File: src/hw/rtl/triangle_tangent_bitangent_assert.svh
// Assertion macros for the triangle tangent/bitangent block.
// Included by files that carry concurrent assertions; no other dependency.
`ifndef TRIANGLE_TANGENT_BITANGENT_ASSERT_SVH
`define TRIANGLE_TANGENT_BITANGENT_ASSERT_SVH
`ifndef SYNTHESIS
`define TBT_ASSERT_IMP(lbl, clk, rst, ante, cons) \
   lbl: assert property (@(posedge clk) disable iff (rst) (ante) |-> (cons)) \
      else $error("tbt assertion failed");
`define TBT_ASSERT_NXT(lbl, clk, rst, ante, cons) \
   lbl: assert property (@(posedge clk) disable iff (rst) (ante) |=> (cons)) \
      else $error("tbt assertion failed");
`else
`define TBT_ASSERT_IMP(lbl, clk, rst, ante, cons)
`define TBT_ASSERT_NXT(lbl, clk, rst, ante, cons)
`endif
`endif

File: src/hw/rtl/tbt_pkg.sv
// Shared constants, types and helpers for the tangent/bitangent block.
// No dependencies.
package tbt_pkg;
   localparam int FRAC_BITS = 16;
   localparam int DW        = 33;              // edge delta width
   localparam int PW        = DW - 1;          // delta magnitude width
   localparam int AW        = 2 * PW + 2;      // accumulator width
   localparam int DIV_N     = AW + FRAC_BITS;  // divider steps
   localparam int DCW       = $clog2(DIV_N);
   localparam int MCW       = $clog2(PW);
   localparam logic [1:0] LAST_PHASE = 2'd2;
   localparam logic [2:0] LAST_COMP  = 3'd5;
   localparam logic [2:0] NUM_AXES   = 3'd3;

   typedef enum logic [2:0] {
      S_IDLE, S_KICK, S_DMUL, S_NMUL, S_DIV, S_OUT
   } tbt_state_type;

   typedef struct packed {
      logic start;
      logic clear;
      logic neg;
   } tbt_mac_cmd_type;

   function automatic logic [PW-1:0] abs_delta(input logic signed [DW-1:0] d);
      logic [DW-1:0] t;
      t = d[DW-1] ? -d : d;
      return t[PW-1:0];
   endfunction
endpackage

File: src/hw/rtl/tbt_if.sv
// Vertex and result channel interfaces, valid/ready handshake.
// No dependencies.
interface tbt_vtx_if;
   logic               valid;
   logic               ready;
   logic signed [31:0] pos_x;
   logic signed [31:0] pos_y;
   logic signed [31:0] pos_z;
   logic signed [31:0] tex_u;
   logic signed [31:0] tex_v;
   modport source(output valid, pos_x, pos_y, pos_z, tex_u, tex_v, input ready);
   modport sink(input valid, pos_x, pos_y, pos_z, tex_u, tex_v, output ready);
endinterface

interface tbt_vec_if;
   logic               valid;
   logic               ready;
   logic signed [31:0] tangent_x;
   logic signed [31:0] tangent_y;
   logic signed [31:0] tangent_z;
   logic signed [31:0] bitangent_x;
   logic signed [31:0] bitangent_y;
   logic signed [31:0] bitangent_z;
   logic               degenerate;
   modport source(output valid, tangent_x, tangent_y, tangent_z, bitangent_x,
                  bitangent_y, bitangent_z, degenerate, input ready);
   modport sink(input valid, tangent_x, tangent_y, tangent_z, bitangent_x,
                bitangent_y, bitangent_z, degenerate, output ready);
endinterface

File: src/hw/rtl/tbt_mac.sv
// Bit-serial signed multiply-accumulate, one multiplier bit per cycle.
// Depends on tbt_pkg.
module tbt_mac
   import tbt_pkg::*;
(
   input  logic                  clock,
   input  logic                  reset,
   input  tbt_mac_cmd_type       cmd,
   input  logic signed [DW-1:0]  op_a,
   input  logic signed [DW-1:0]  op_b,
   output logic                  done,
   output logic signed [AW-1:0]  acc
);
   logic                 busy_ff, busy_in;
   logic                 done_ff, done_in;
   logic [MCW-1:0]       cnt_ff, cnt_in;
   logic [2*PW-1:0]      mc_ff;
   logic [PW-1:0]        mb_ff;
   logic                 sub_ff;
   logic signed [AW-1:0] acc_ff;
   logic signed [AW-1:0] addend;

   always_comb begin
      busy_in = busy_ff;
      cnt_in  = cnt_ff;
      done_in = 1'b0;
      if (cmd.start) begin
         busy_in = 1'b1;
         cnt_in  = '0;
      end else if (busy_ff) begin
         cnt_in = cnt_ff + 1'b1;
         if (cnt_ff == MCW'(PW - 1)) begin
            busy_in = 1'b0;
            done_in = 1'b1;
         end
      end
   end

   always_ff @(posedge clock) begin
      if (reset) begin
         busy_ff <= 1'b0;
         done_ff <= 1'b0;
         cnt_ff  <= '0;
      end else begin
         busy_ff <= busy_in;
         done_ff <= done_in;
         cnt_ff  <= cnt_in;
      end
   end

   assign addend = $signed({2'b00, mc_ff});

   always_ff @(posedge clock) begin
      if (cmd.start) begin
         mc_ff  <= {{PW{1'b0}}, abs_delta(op_a)};
         mb_ff  <= abs_delta(op_b);
         sub_ff <= op_a[DW-1] ^ op_b[DW-1] ^ cmd.neg;
         if (cmd.clear) begin
            acc_ff <= '0;
         end
      end else if (busy_ff) begin
         if (mb_ff[0]) begin
            acc_ff <= sub_ff ? acc_ff - addend : acc_ff + addend;
         end
         mc_ff <= {mc_ff[2*PW-2:0], 1'b0};
         mb_ff <= {1'b0, mb_ff[PW-1:1]};
      end
   end

   assign done = done_ff;
   assign acc  = acc_ff;
endmodule

File: src/hw/rtl/tbt_div.sv
// Restoring bit-serial signed divider: num * 2^FRAC_BITS / den, truncated,
// saturated to 32 bits. One quotient bit per cycle. Depends on tbt_pkg.
module tbt_div
   import tbt_pkg::*;
(
   input  logic                  clock,
   input  logic                  reset,
   input  logic                  start,
   input  logic signed [AW-1:0]  num,
   input  logic signed [AW-1:0]  den,
   output logic                  done,
   output logic signed [31:0]    quot
);
   logic             busy_ff, busy_in;
   logic             done_ff, done_in;
   logic [DCW-1:0]   cnt_ff, cnt_in;
   logic [DIV_N-1:0] dvd_ff;
   logic [AW-1:0]    rem_ff;
   logic [AW-1:0]    dmag_ff;
   logic [31:0]      q_ff;
   logic             ovf_ff;
   logic             neg_ff;
   logic [AW-1:0]    nmag;
   logic [AW-1:0]    dmag;
   logic [AW:0]      trial;
   logic [AW:0]      diff;

   assign nmag  = num[AW-1] ? AW'(-num) : AW'(num);
   assign dmag  = den[AW-1] ? AW'(-den) : AW'(den);
   assign trial = {rem_ff, dvd_ff[DIV_N-1]};
   assign diff  = trial - {1'b0, dmag_ff};

   always_comb begin
      busy_in = busy_ff;
      cnt_in  = cnt_ff;
      done_in = 1'b0;
      if (start) begin
         busy_in = 1'b1;
         cnt_in  = '0;
      end else if (busy_ff) begin
         cnt_in = cnt_ff + 1'b1;
         if (cnt_ff == DCW'(DIV_N - 1)) begin
            busy_in = 1'b0;
            done_in = 1'b1;
         end
      end
   end

   always_ff @(posedge clock) begin
      if (reset) begin
         busy_ff <= 1'b0;
         done_ff <= 1'b0;
         cnt_ff  <= '0;
      end else begin
         busy_ff <= busy_in;
         done_ff <= done_in;
         cnt_ff  <= cnt_in;
      end
   end

   always_ff @(posedge clock) begin
      if (start) begin
         dvd_ff  <= {nmag, {FRAC_BITS{1'b0}}};
         rem_ff  <= '0;
         dmag_ff <= dmag;
         q_ff    <= '0;
         ovf_ff  <= 1'b0;
         neg_ff  <= num[AW-1] ^ den[AW-1];
      end else if (busy_ff) begin
         dvd_ff <= {dvd_ff[DIV_N-2:0], 1'b0};
         rem_ff <= diff[AW] ? trial[AW-1:0] : diff[AW-1:0];
         q_ff   <= {q_ff[30:0], ~diff[AW]};
         ovf_ff <= ovf_ff | q_ff[31];
      end
   end

   always_comb begin
      if (!neg_ff) begin
         quot = (ovf_ff || q_ff[31]) ? 32'sh7FFF_FFFF : $signed(q_ff);
      end else begin
         quot = (ovf_ff || (q_ff[31] && q_ff[30:0] != '0)) ?
                32'sh8000_0000 : $signed(-q_ff);
      end
   end

   assign done = done_ff;
endmodule

File: src/hw/rtl/triangle_tangent_bitangent.sv
// Top level: per-triangle tangent and bitangent from a vertex stream.
// Depends on tbt_pkg, tbt_if, tbt_mac, tbt_div and the assertion header.
//
//   channel   dir  beat
//   req_chan  in   one vertex: pos_x/y/z, tex_u/v, Q16.16
//   rsp_chan  out  tangent_x/y/z, bitangent_x/y/z, degenerate
//
// The first two vertices of a triangle are stored. The third starts the
// computation on the shared bit-serial multiplier and divider (one bit a cycle).
// Synchronous active-high reset clears the vertex phase and the sequencer.
// A finished result waits in the output register; a new vertex is taken
// while it waits, only the next result stalls on rsp_chan.ready.
`include "triangle_tangent_bitangent_assert.svh"
module triangle_tangent_bitangent
   import tbt_pkg::*;
(
   input  logic      clock,
   input  logic      reset,
   tbt_vtx_if.sink   req_chan,
   tbt_vec_if.source rsp_chan
);
   tbt_state_type        state_ff, state_in;
   logic [1:0]           phase_ff, phase_in;
   logic                 sel_ff, sel_in;
   logic [2:0]           comp_ff, comp_in;
   logic                 degen_ff, degen_in;
   logic                 rsp_valid_ff;
   logic                 req_acc;
   logic                 out_load, det_we, res_we, div_start;
   tbt_mac_cmd_type      mac_cmd;
   logic signed [DW-1:0] mac_a, mac_b;
   logic                 mac_done, div_done;
   logic signed [AW-1:0] mac_acc;
   logic signed [31:0]   div_quot;
   logic signed [AW-1:0] det_ff;
   logic [31:0]          hp_ff [6];
   logic [31:0]          ht_ff [4];
   logic signed [DW-1:0] dp1_ff [3];
   logic signed [DW-1:0] dp2_ff [3];
   logic signed [DW-1:0] du1_ff, dv1_ff, du2_ff, dv2_ff;
   logic signed [31:0]   res_ff [6];
   logic signed [31:0]   out_ff [6];
   logic                 out_degen_ff;
   logic [2:0]           axis_sel;

   assign req_acc        = req_chan.valid && req_chan.ready;
   assign req_chan.ready = (state_ff == S_IDLE);

   always_comb begin
      state_in  = state_ff;
      phase_in  = phase_ff;
      sel_in    = sel_ff;
      comp_in   = comp_ff;
      degen_in  = degen_ff;
      mac_cmd   = '0;
      div_start = 1'b0;
      det_we    = 1'b0;
      res_we    = 1'b0;
      out_load  = 1'b0;
      unique case (state_ff)
         S_IDLE: begin
            if (req_acc) begin
               if (phase_ff == LAST_PHASE) begin
                  phase_in = '0;
                  state_in = S_KICK;
               end else begin
                  phase_in = phase_ff + 1'b1;
               end
            end
         end
         S_KICK: begin
            mac_cmd  = '{start: 1'b1, clear: 1'b1, neg: 1'b0};
            sel_in   = 1'b0;
            state_in = S_DMUL;
         end
         S_DMUL: begin
            if (mac_done) begin
               if (!sel_ff) begin
                  mac_cmd = '{start: 1'b1, clear: 1'b0, neg: 1'b1};
                  sel_in  = 1'b1;
               end else begin
                  det_we = 1'b1;
                  if (mac_acc == '0) begin
                     degen_in = 1'b1;
                     state_in = S_OUT;
                  end else begin
                     degen_in = 1'b0;
                     comp_in  = '0;
                     sel_in   = 1'b0;
                     mac_cmd  = '{start: 1'b1, clear: 1'b1, neg: 1'b0};
                     state_in = S_NMUL;
                  end
               end
            end
         end
         S_NMUL: begin
            if (mac_done) begin
               if (!sel_ff) begin
                  mac_cmd = '{start: 1'b1, clear: 1'b0, neg: 1'b1};
                  sel_in  = 1'b1;
               end else begin
                  div_start = 1'b1;
                  state_in  = S_DIV;
               end
            end
         end
         S_DIV: begin
            if (div_done) begin
               res_we = 1'b1;
               if (comp_ff == LAST_COMP) begin
                  state_in = S_OUT;
               end else begin
                  comp_in  = comp_ff + 1'b1;
                  sel_in   = 1'b0;
                  mac_cmd  = '{start: 1'b1, clear: 1'b1, neg: 1'b0};
                  state_in = S_NMUL;
               end
            end
         end
         S_OUT: begin
            if (!rsp_valid_ff || rsp_chan.ready) begin
               out_load = 1'b1;
               state_in = S_IDLE;
            end
         end
         default: begin
            state_in = S_IDLE;
         end
      endcase
   end

   always_ff @(posedge clock) begin
      if (reset) begin
         state_ff     <= S_IDLE;
         phase_ff     <= '0;
         sel_ff       <= 1'b0;
         comp_ff      <= '0;
         degen_ff     <= 1'b0;
         rsp_valid_ff <= 1'b0;
      end else begin
         state_ff <= state_in;
         phase_ff <= phase_in;
         sel_ff   <= sel_in;
         comp_ff  <= comp_in;
         degen_ff <= degen_in;
         if (out_load) begin
            rsp_valid_ff <= 1'b1;
         end else if (rsp_chan.ready) begin
            rsp_valid_ff <= 1'b0;
         end
      end
   end

   // operand select for the product being started
   assign axis_sel = (comp_in >= NUM_AXES) ? comp_in - NUM_AXES : comp_in;

   always_comb begin
      if (state_in == S_DMUL) begin
         mac_a = sel_in ? dv1_ff : du1_ff;
         mac_b = sel_in ? du2_ff : dv2_ff;
      end else if (comp_in < NUM_AXES) begin
         mac_a = sel_in ? dp2_ff[axis_sel[1:0]] : dp1_ff[axis_sel[1:0]];
         mac_b = sel_in ? dv1_ff : dv2_ff;
      end else begin
         mac_a = sel_in ? dp1_ff[axis_sel[1:0]] : dp2_ff[axis_sel[1:0]];
         mac_b = sel_in ? du2_ff : du1_ff;
      end
   end

   always_ff @(posedge clock) begin
      if (req_acc && phase_ff == 2'd0) begin
         hp_ff[0] <= req_chan.pos_x;
         hp_ff[1] <= req_chan.pos_y;
         hp_ff[2] <= req_chan.pos_z;
         ht_ff[0] <= req_chan.tex_u;
         ht_ff[1] <= req_chan.tex_v;
      end
      if (req_acc && phase_ff == 2'd1) begin
         hp_ff[3] <= req_chan.pos_x;
         hp_ff[4] <= req_chan.pos_y;
         hp_ff[5] <= req_chan.pos_z;
         ht_ff[2] <= req_chan.tex_u;
         ht_ff[3] <= req_chan.tex_v;
      end
      if (req_acc && phase_ff == LAST_PHASE) begin
         for (int k = 0; k < 3; k++) begin
            dp1_ff[k] <= DW'($signed(hp_ff[3+k])) - DW'($signed(hp_ff[k]));
         end
         dp2_ff[0] <= DW'(req_chan.pos_x) - DW'($signed(hp_ff[0]));
         dp2_ff[1] <= DW'(req_chan.pos_y) - DW'($signed(hp_ff[1]));
         dp2_ff[2] <= DW'(req_chan.pos_z) - DW'($signed(hp_ff[2]));
         du1_ff    <= DW'($signed(ht_ff[2])) - DW'($signed(ht_ff[0]));
         dv1_ff    <= DW'($signed(ht_ff[3])) - DW'($signed(ht_ff[1]));
         du2_ff    <= DW'(req_chan.tex_u) - DW'($signed(ht_ff[0]));
         dv2_ff    <= DW'(req_chan.tex_v) - DW'($signed(ht_ff[1]));
      end
      if (det_we) begin
         det_ff <= mac_acc;
      end
      if (res_we) begin
         res_ff[comp_ff] <= div_quot;
      end
      if (out_load) begin
         for (int k = 0; k < 6; k++) begin
            out_ff[k] <= degen_ff ? 32'sd0 : res_ff[k];
         end
         out_degen_ff <= degen_ff;
      end
   end

   tbt_mac u_mac (
      .clock (clock),
      .reset (reset),
      .cmd   (mac_cmd),
      .op_a  (mac_a),
      .op_b  (mac_b),
      .done  (mac_done),
      .acc   (mac_acc)
   );

   tbt_div u_div (
      .clock (clock),
      .reset (reset),
      .start (div_start),
      .num   (mac_acc),
      .den   (det_ff),
      .done  (div_done),
      .quot  (div_quot)
   );

   assign rsp_chan.valid       = rsp_valid_ff;
   assign rsp_chan.tangent_x   = out_ff[0];
   assign rsp_chan.tangent_y   = out_ff[1];
   assign rsp_chan.tangent_z   = out_ff[2];
   assign rsp_chan.bitangent_x = out_ff[3];
   assign rsp_chan.bitangent_y = out_ff[4];
   assign rsp_chan.bitangent_z = out_ff[5];
   assign rsp_chan.degenerate  = out_degen_ff;

   `TBT_ASSERT_IMP(a_degen_zero, clock, reset, rsp_chan.valid && rsp_chan.degenerate, rsp_chan.tangent_x == 0 && rsp_chan.bitangent_z == 0)
   `TBT_ASSERT_NXT(a_third_kicks, clock, reset, req_acc && phase_ff == LAST_PHASE, state_ff == S_KICK)
   `TBT_ASSERT_IMP(a_phase_range, clock, reset, 1'b1, phase_ff != 2'd3)
   `TBT_ASSERT_IMP(a_mac_done_busy, clock, reset, mac_done, state_ff == S_DMUL || state_ff == S_NMUL)
endmodule
File: src/flat_wrapper.sv
// flat-port wrapper written by rule: the top's interface ports become plain ports
module triangle_tangent_bitangent_flat import tbt_pkg::*;
  (clock, reset, req_chan_valid, req_chan_pos_x, req_chan_pos_y, req_chan_pos_z, req_chan_tex_u, req_chan_tex_v, req_chan_ready, rsp_chan_valid, rsp_chan_tangent_x, rsp_chan_tangent_y, rsp_chan_tangent_z, rsp_chan_bitangent_x, rsp_chan_bitangent_y, rsp_chan_bitangent_z, rsp_chan_degenerate, rsp_chan_ready);
  tbt_vtx_if req_chan_i ();
  tbt_vec_if rsp_chan_i ();
  input  logic clock;
  input  logic reset;
  input wire logic [$bits(req_chan_i.valid)-1:0] req_chan_valid;
  input wire logic [$bits(req_chan_i.pos_x)-1:0] req_chan_pos_x;
  input wire logic [$bits(req_chan_i.pos_y)-1:0] req_chan_pos_y;
  input wire logic [$bits(req_chan_i.pos_z)-1:0] req_chan_pos_z;
  input wire logic [$bits(req_chan_i.tex_u)-1:0] req_chan_tex_u;
  input wire logic [$bits(req_chan_i.tex_v)-1:0] req_chan_tex_v;
  output wire logic [$bits(req_chan_i.ready)-1:0] req_chan_ready;
  output wire logic [$bits(rsp_chan_i.valid)-1:0] rsp_chan_valid;
  output wire logic [$bits(rsp_chan_i.tangent_x)-1:0] rsp_chan_tangent_x;
  output wire logic [$bits(rsp_chan_i.tangent_y)-1:0] rsp_chan_tangent_y;
  output wire logic [$bits(rsp_chan_i.tangent_z)-1:0] rsp_chan_tangent_z;
  output wire logic [$bits(rsp_chan_i.bitangent_x)-1:0] rsp_chan_bitangent_x;
  output wire logic [$bits(rsp_chan_i.bitangent_y)-1:0] rsp_chan_bitangent_y;
  output wire logic [$bits(rsp_chan_i.bitangent_z)-1:0] rsp_chan_bitangent_z;
  output wire logic [$bits(rsp_chan_i.degenerate)-1:0] rsp_chan_degenerate;
  input wire logic [$bits(rsp_chan_i.ready)-1:0] rsp_chan_ready;
  assign req_chan_i.valid = req_chan_valid;
  assign req_chan_i.pos_x = req_chan_pos_x;
  assign req_chan_i.pos_y = req_chan_pos_y;
  assign req_chan_i.pos_z = req_chan_pos_z;
  assign req_chan_i.tex_u = req_chan_tex_u;
  assign req_chan_i.tex_v = req_chan_tex_v;
  assign req_chan_ready = req_chan_i.ready;
  assign rsp_chan_valid = rsp_chan_i.valid;
  assign rsp_chan_tangent_x = rsp_chan_i.tangent_x;
  assign rsp_chan_tangent_y = rsp_chan_i.tangent_y;
  assign rsp_chan_tangent_z = rsp_chan_i.tangent_z;
  assign rsp_chan_bitangent_x = rsp_chan_i.bitangent_x;
  assign rsp_chan_bitangent_y = rsp_chan_i.bitangent_y;
  assign rsp_chan_bitangent_z = rsp_chan_i.bitangent_z;
  assign rsp_chan_degenerate = rsp_chan_i.degenerate;
  assign rsp_chan_i.ready = rsp_chan_ready;
  triangle_tangent_bitangent u_core (.clock(clock), .reset(reset), .req_chan(req_chan_i), .rsp_chan(rsp_chan_i));
endmodule
File: config.mk
export PLATFORM = sky130hd
export DESIGN_NAME = triangle_tangent_bitangent_flat
export DESIGN_NICKNAME = d
export VERILOG_FILES = /design/src/hw/rtl/tbt_pkg.sv /design/src/hw/rtl/tbt_if.sv /design/src/hw/rtl/tbt_mac.sv /design/src/hw/rtl/tbt_div.sv /design/src/hw/rtl/triangle_tangent_bitangent.sv /design/src/flat_wrapper.sv
export VERILOG_INCLUDE_DIRS = /design/src /design/src/hw/rtl
export SDC_FILE = /design/constraint.sdc
export NUM_CORES = 2
export LEC_CHECK = 0
export BUFFER_PORTS_ARGS = -buffer_cell sky130_fd_sc_hd__buf_2
export CORE_UTILIZATION = 63
export DETAILED_ROUTE_END_ITERATION = 12
export PLACE_DENSITY = 0.81
export RECOVER_POWER = 50
export SLEW_MARGIN = 20
export SYNTH_ARGS = -nofsm -noshare
export SYNTH_HDL_FRONTEND = slang
export SYNTH_HIERARCHICAL = 1
export SYNTH_SLANG_ARGS = --single-unit
File: constraint.sdc
create_clock -name clock -period 47 [get_ports clock]
set_clock_uncertainty 0.05 [all_clocks]
set_input_delay 9.4 -clock clock [delete_from_list [all_inputs] [get_ports clock]]
set_output_delay 9.4 -clock clock [all_outputs]
set_load 0.1 [all_outputs]
==> reports/metrics.cfg <==
[pwr]
comb_power_share_pct=15.7
max-vdd-ir-drop_mv=0.0394
internal_power_w=0.00247
p_leak_nw=35.1
p_clk_share_pct=38.1
switching_share_pct=26.7
seqPwrFrac_pct=46.2
pwr_density_cell_nw_per_um2=36.6
p_sw_w=0.000900

[sta]
clock.fmax_mhz=66.2
period_minus_slack_ps=15100
tns_ps=0
fin_crit_sh_pct=32.1
setup_slack_ps=31900
rsz0062_at_grt=no
maxSlewViolCount=1290
setup_viol=0
hold_viol=0
tightest_slew_ps=9670
slew_headroom_pct=-545

[critical_path]
crit_fanout=227
slowest_delay_ps=6670
start_kind=register
cp_cell_sequence=clkbuf_1, nor4_1, nand4_1, nor4_1, and2_0, o21ai_0, a31oi_1, o21ai_0, clkbuf_1, nand2_1, o21ai_4, clkbuf_1
arrival_ps=15350
worst_path_most_repeated_cell=clkbuf_1
reg2reg_depth=12
endpoint_kind=register
worst_path_max_delay_cell=clkbuf_1
cp.required_ps=47250
criticalPathCategory=reg2reg

[floorplanning]
initial_core_util_pct=63.5
dieWidth_um=366
design.core.area_um2=132000
fp.dieArea_um2=134000
io_pins=359
die_h_um=366
rows=133

[clock_network]
cts.clk_slew.worst_paths_ps=70
clockRootBuffer=clkbuf_16
worstSkewPairLatency_ps=810
ctsHoldBuffers=0
cts_tree=yes
post-cts-setup-buffer-count=0
cts_inserted_buffers=159
clk_path_buf_depth=3
htree_levels=4
cts.sinks=1523
cts_resized=0

[placement]
place_congestion=0.976
port_buffers=358
dpl-instance-area_um2=87100
dpl_worst_slack_ps=31770
place_hpwl_um=158000

[global_routing]
grt_overflow_total=0
grt_pass1_wl_um=336000
grt_use_met3_pct=4.51
antenna_found_initial=11
met1_usage_pct=43.4
grt_max_degree=228
grt_pass1_vias=59100
use_met2_pct=52.5
top_usage_layer=met2
grtUsageTotal_pct=32.1

[yosys]
syn-cell-area_um2=83600
synth_flop_cell=edfxtp_1
synth.avg_cell_area_um2=10.8
netlist.area_leader.share_pct=49.0
synth_edf_count=1365
yosys-top-cells-count=edfxtp_1, nor2_1, a21oi_1
synth_seq_area_share_pct=52.8
synth_top_area_cell=edfxtp_1
synth_warnings=6
synth_area_leaders=edfxtp_1, ha_1, a21oi_1
syn-instance-count=7777
synth_cell_types=108
synth_seq_cells=1523
yosysMostFrequentCell=edfxtp_1
async_reset_ff_share_pct=0
synth_nets=8417

[detailed_routing]
dr.first_iter.drc_count=6527
wl_per_cell_um=22.1
num_vias=62100
post_drt_via_cell_ratio=6.23
ant_nets=0
routed_wl_um=220000
drc=0
dr.pass1.iters=8

[job]
maxCapViolCount=22

[finish]
design_area_um2=92300
synthToLayoutAreaGrowth_pct=10.3
nets=8721
final_layout_size_suffix_gt1_share_pct=8.48

[worst_hold_path]
min_path_type=reg2reg
min_path_cells=2

[outcome]
violations=max-capacitance violations, max-slew violations
status=complete, but fails checks

-- cell type report --
cell class                 instances  area, µm²
inverter                         411       1540
antenna                            7       17.5
fill                            9354      39400
clock inverter                   111       1270
sequential                      1523      44200
tap                             1755       2200
timing repair buffer             421       2150
clock buffer                     185       4080
multi-input combinational       5565      36900
-- registers in the layout, indices dropped and copies added (netlist names), 64 cells and up --
| register | flops |
|---|---|
| u_core/res_ff | 192 |
| u_core/dp1_ff | 99 |
| u_core/ht_ff | 128 |
| u_core/u_div/rem_ff | 66 |
| u_core/dp2_ff | 99 |
| u_core/hp_ff | 192 |
| u_core/u_mac/mc_ff | 64 |
| u_core/u_mac/acc | 66 |
| u_core/u_div/dmag_ff | 66 |
| u_core/det_ff | 66 |
| u_core/u_div/dvd_ff | 66 |
| u_core/out_ff | 192 |
-- layer usage --
metal  part of all wire (%)  wire length, µm
met4                    4.0             8780
met1                     42            91500
met5                 0.0077               17
met3                    7.3            16100
met2                     47           104000
-- power groups by stage --
stage	Clock, W	Sequential, W	Combinational [W]
global route	0.00135	0.00156	0.000581
CTS	0.00130	0.00156	0.000521
floorplan	0	0.00159	0.000388
finish	0.00129	0.00156	0.000529
detailed placement	0	0.00159	0.000515
global placement	0	0.00159	0.000503
-- through the flow --
step	power, W	util, %	hold slack (ps)	std cells
2_1_floorplan	0.00198	-	409	7777
3_5_place_dp	0.00210	66.2	441	9674
3_3_place_gp	0.00209	66.2	430	9674
6_report	0.00337	70.1	441	9978
4_1_cts	0.00338	70.3	442	9970
5_1_grt	0.00350	70.1	465	9975
-- final timing paths --
path                                  startpoint                                   to  slack [ps]
max           u_core/u_mac/acc[65]$_SDFFCE_PP0P_   u_core/u_mac/acc[17]$_SDFFCE_PP0P_       31900
min          u_core/u_div/rem_ff[6]$_SDFFE_PP0P_  u_core/u_div/rem_ff[7]$_SDFFE_PP0P_         440
max reg2reg   u_core/u_mac/acc[65]$_SDFFCE_PP0P_   u_core/u_mac/acc[17]$_SDFFCE_PP0P_       31900
min reg2reg  u_core/u_div/rem_ff[6]$_SDFFE_PP0P_  u_core/u_div/rem_ff[7]$_SDFFE_PP0P_         440
-- cell families after synthesis --
family | after synthesis | share of synthesized area (%)
AOI/OAI and AO/OA | 2007 | 15.5
xor gates and xnor gates | 634 | 6.64
adders and majority gates | 476 | 7.23
buffers and inverters | 689 | 3.20
DFF | 1523 | 52.8
muxes | 92 | 1.12
and+or+nand+nor | 2356 | 13.5
-- cell usage in the layout (no fill, tap or decap), types with 156 or more instances in the layout --
| master | instances |
|---|---|
| edfxtp_1 | 1365 |
| nor2_1 | 770 |
| a21oi_1 | 723 |
| nand2_1 | 600 |
| ha_1 | 464 |
| inv_1 | 410 |
| xnor2_1 | 410 |
| buf_2 | 317 |
| o21ai_0 | 298 |
| nor2b_1 | 260 |
| xor2_1 | 222 |
| a21o_1 | 192 |
| clkbuf_16 | 159 |
| dfxtp_1 | 156 |
-- worst max-delay path: cells and delay by family, from the launching register on --
family	cells	cell delay, ps
simple gates	5	1600
compound gates	4	960
flops	1	310
buf+inv	3	11470
No activity file was read; power rests on OpenSTA's default activity.
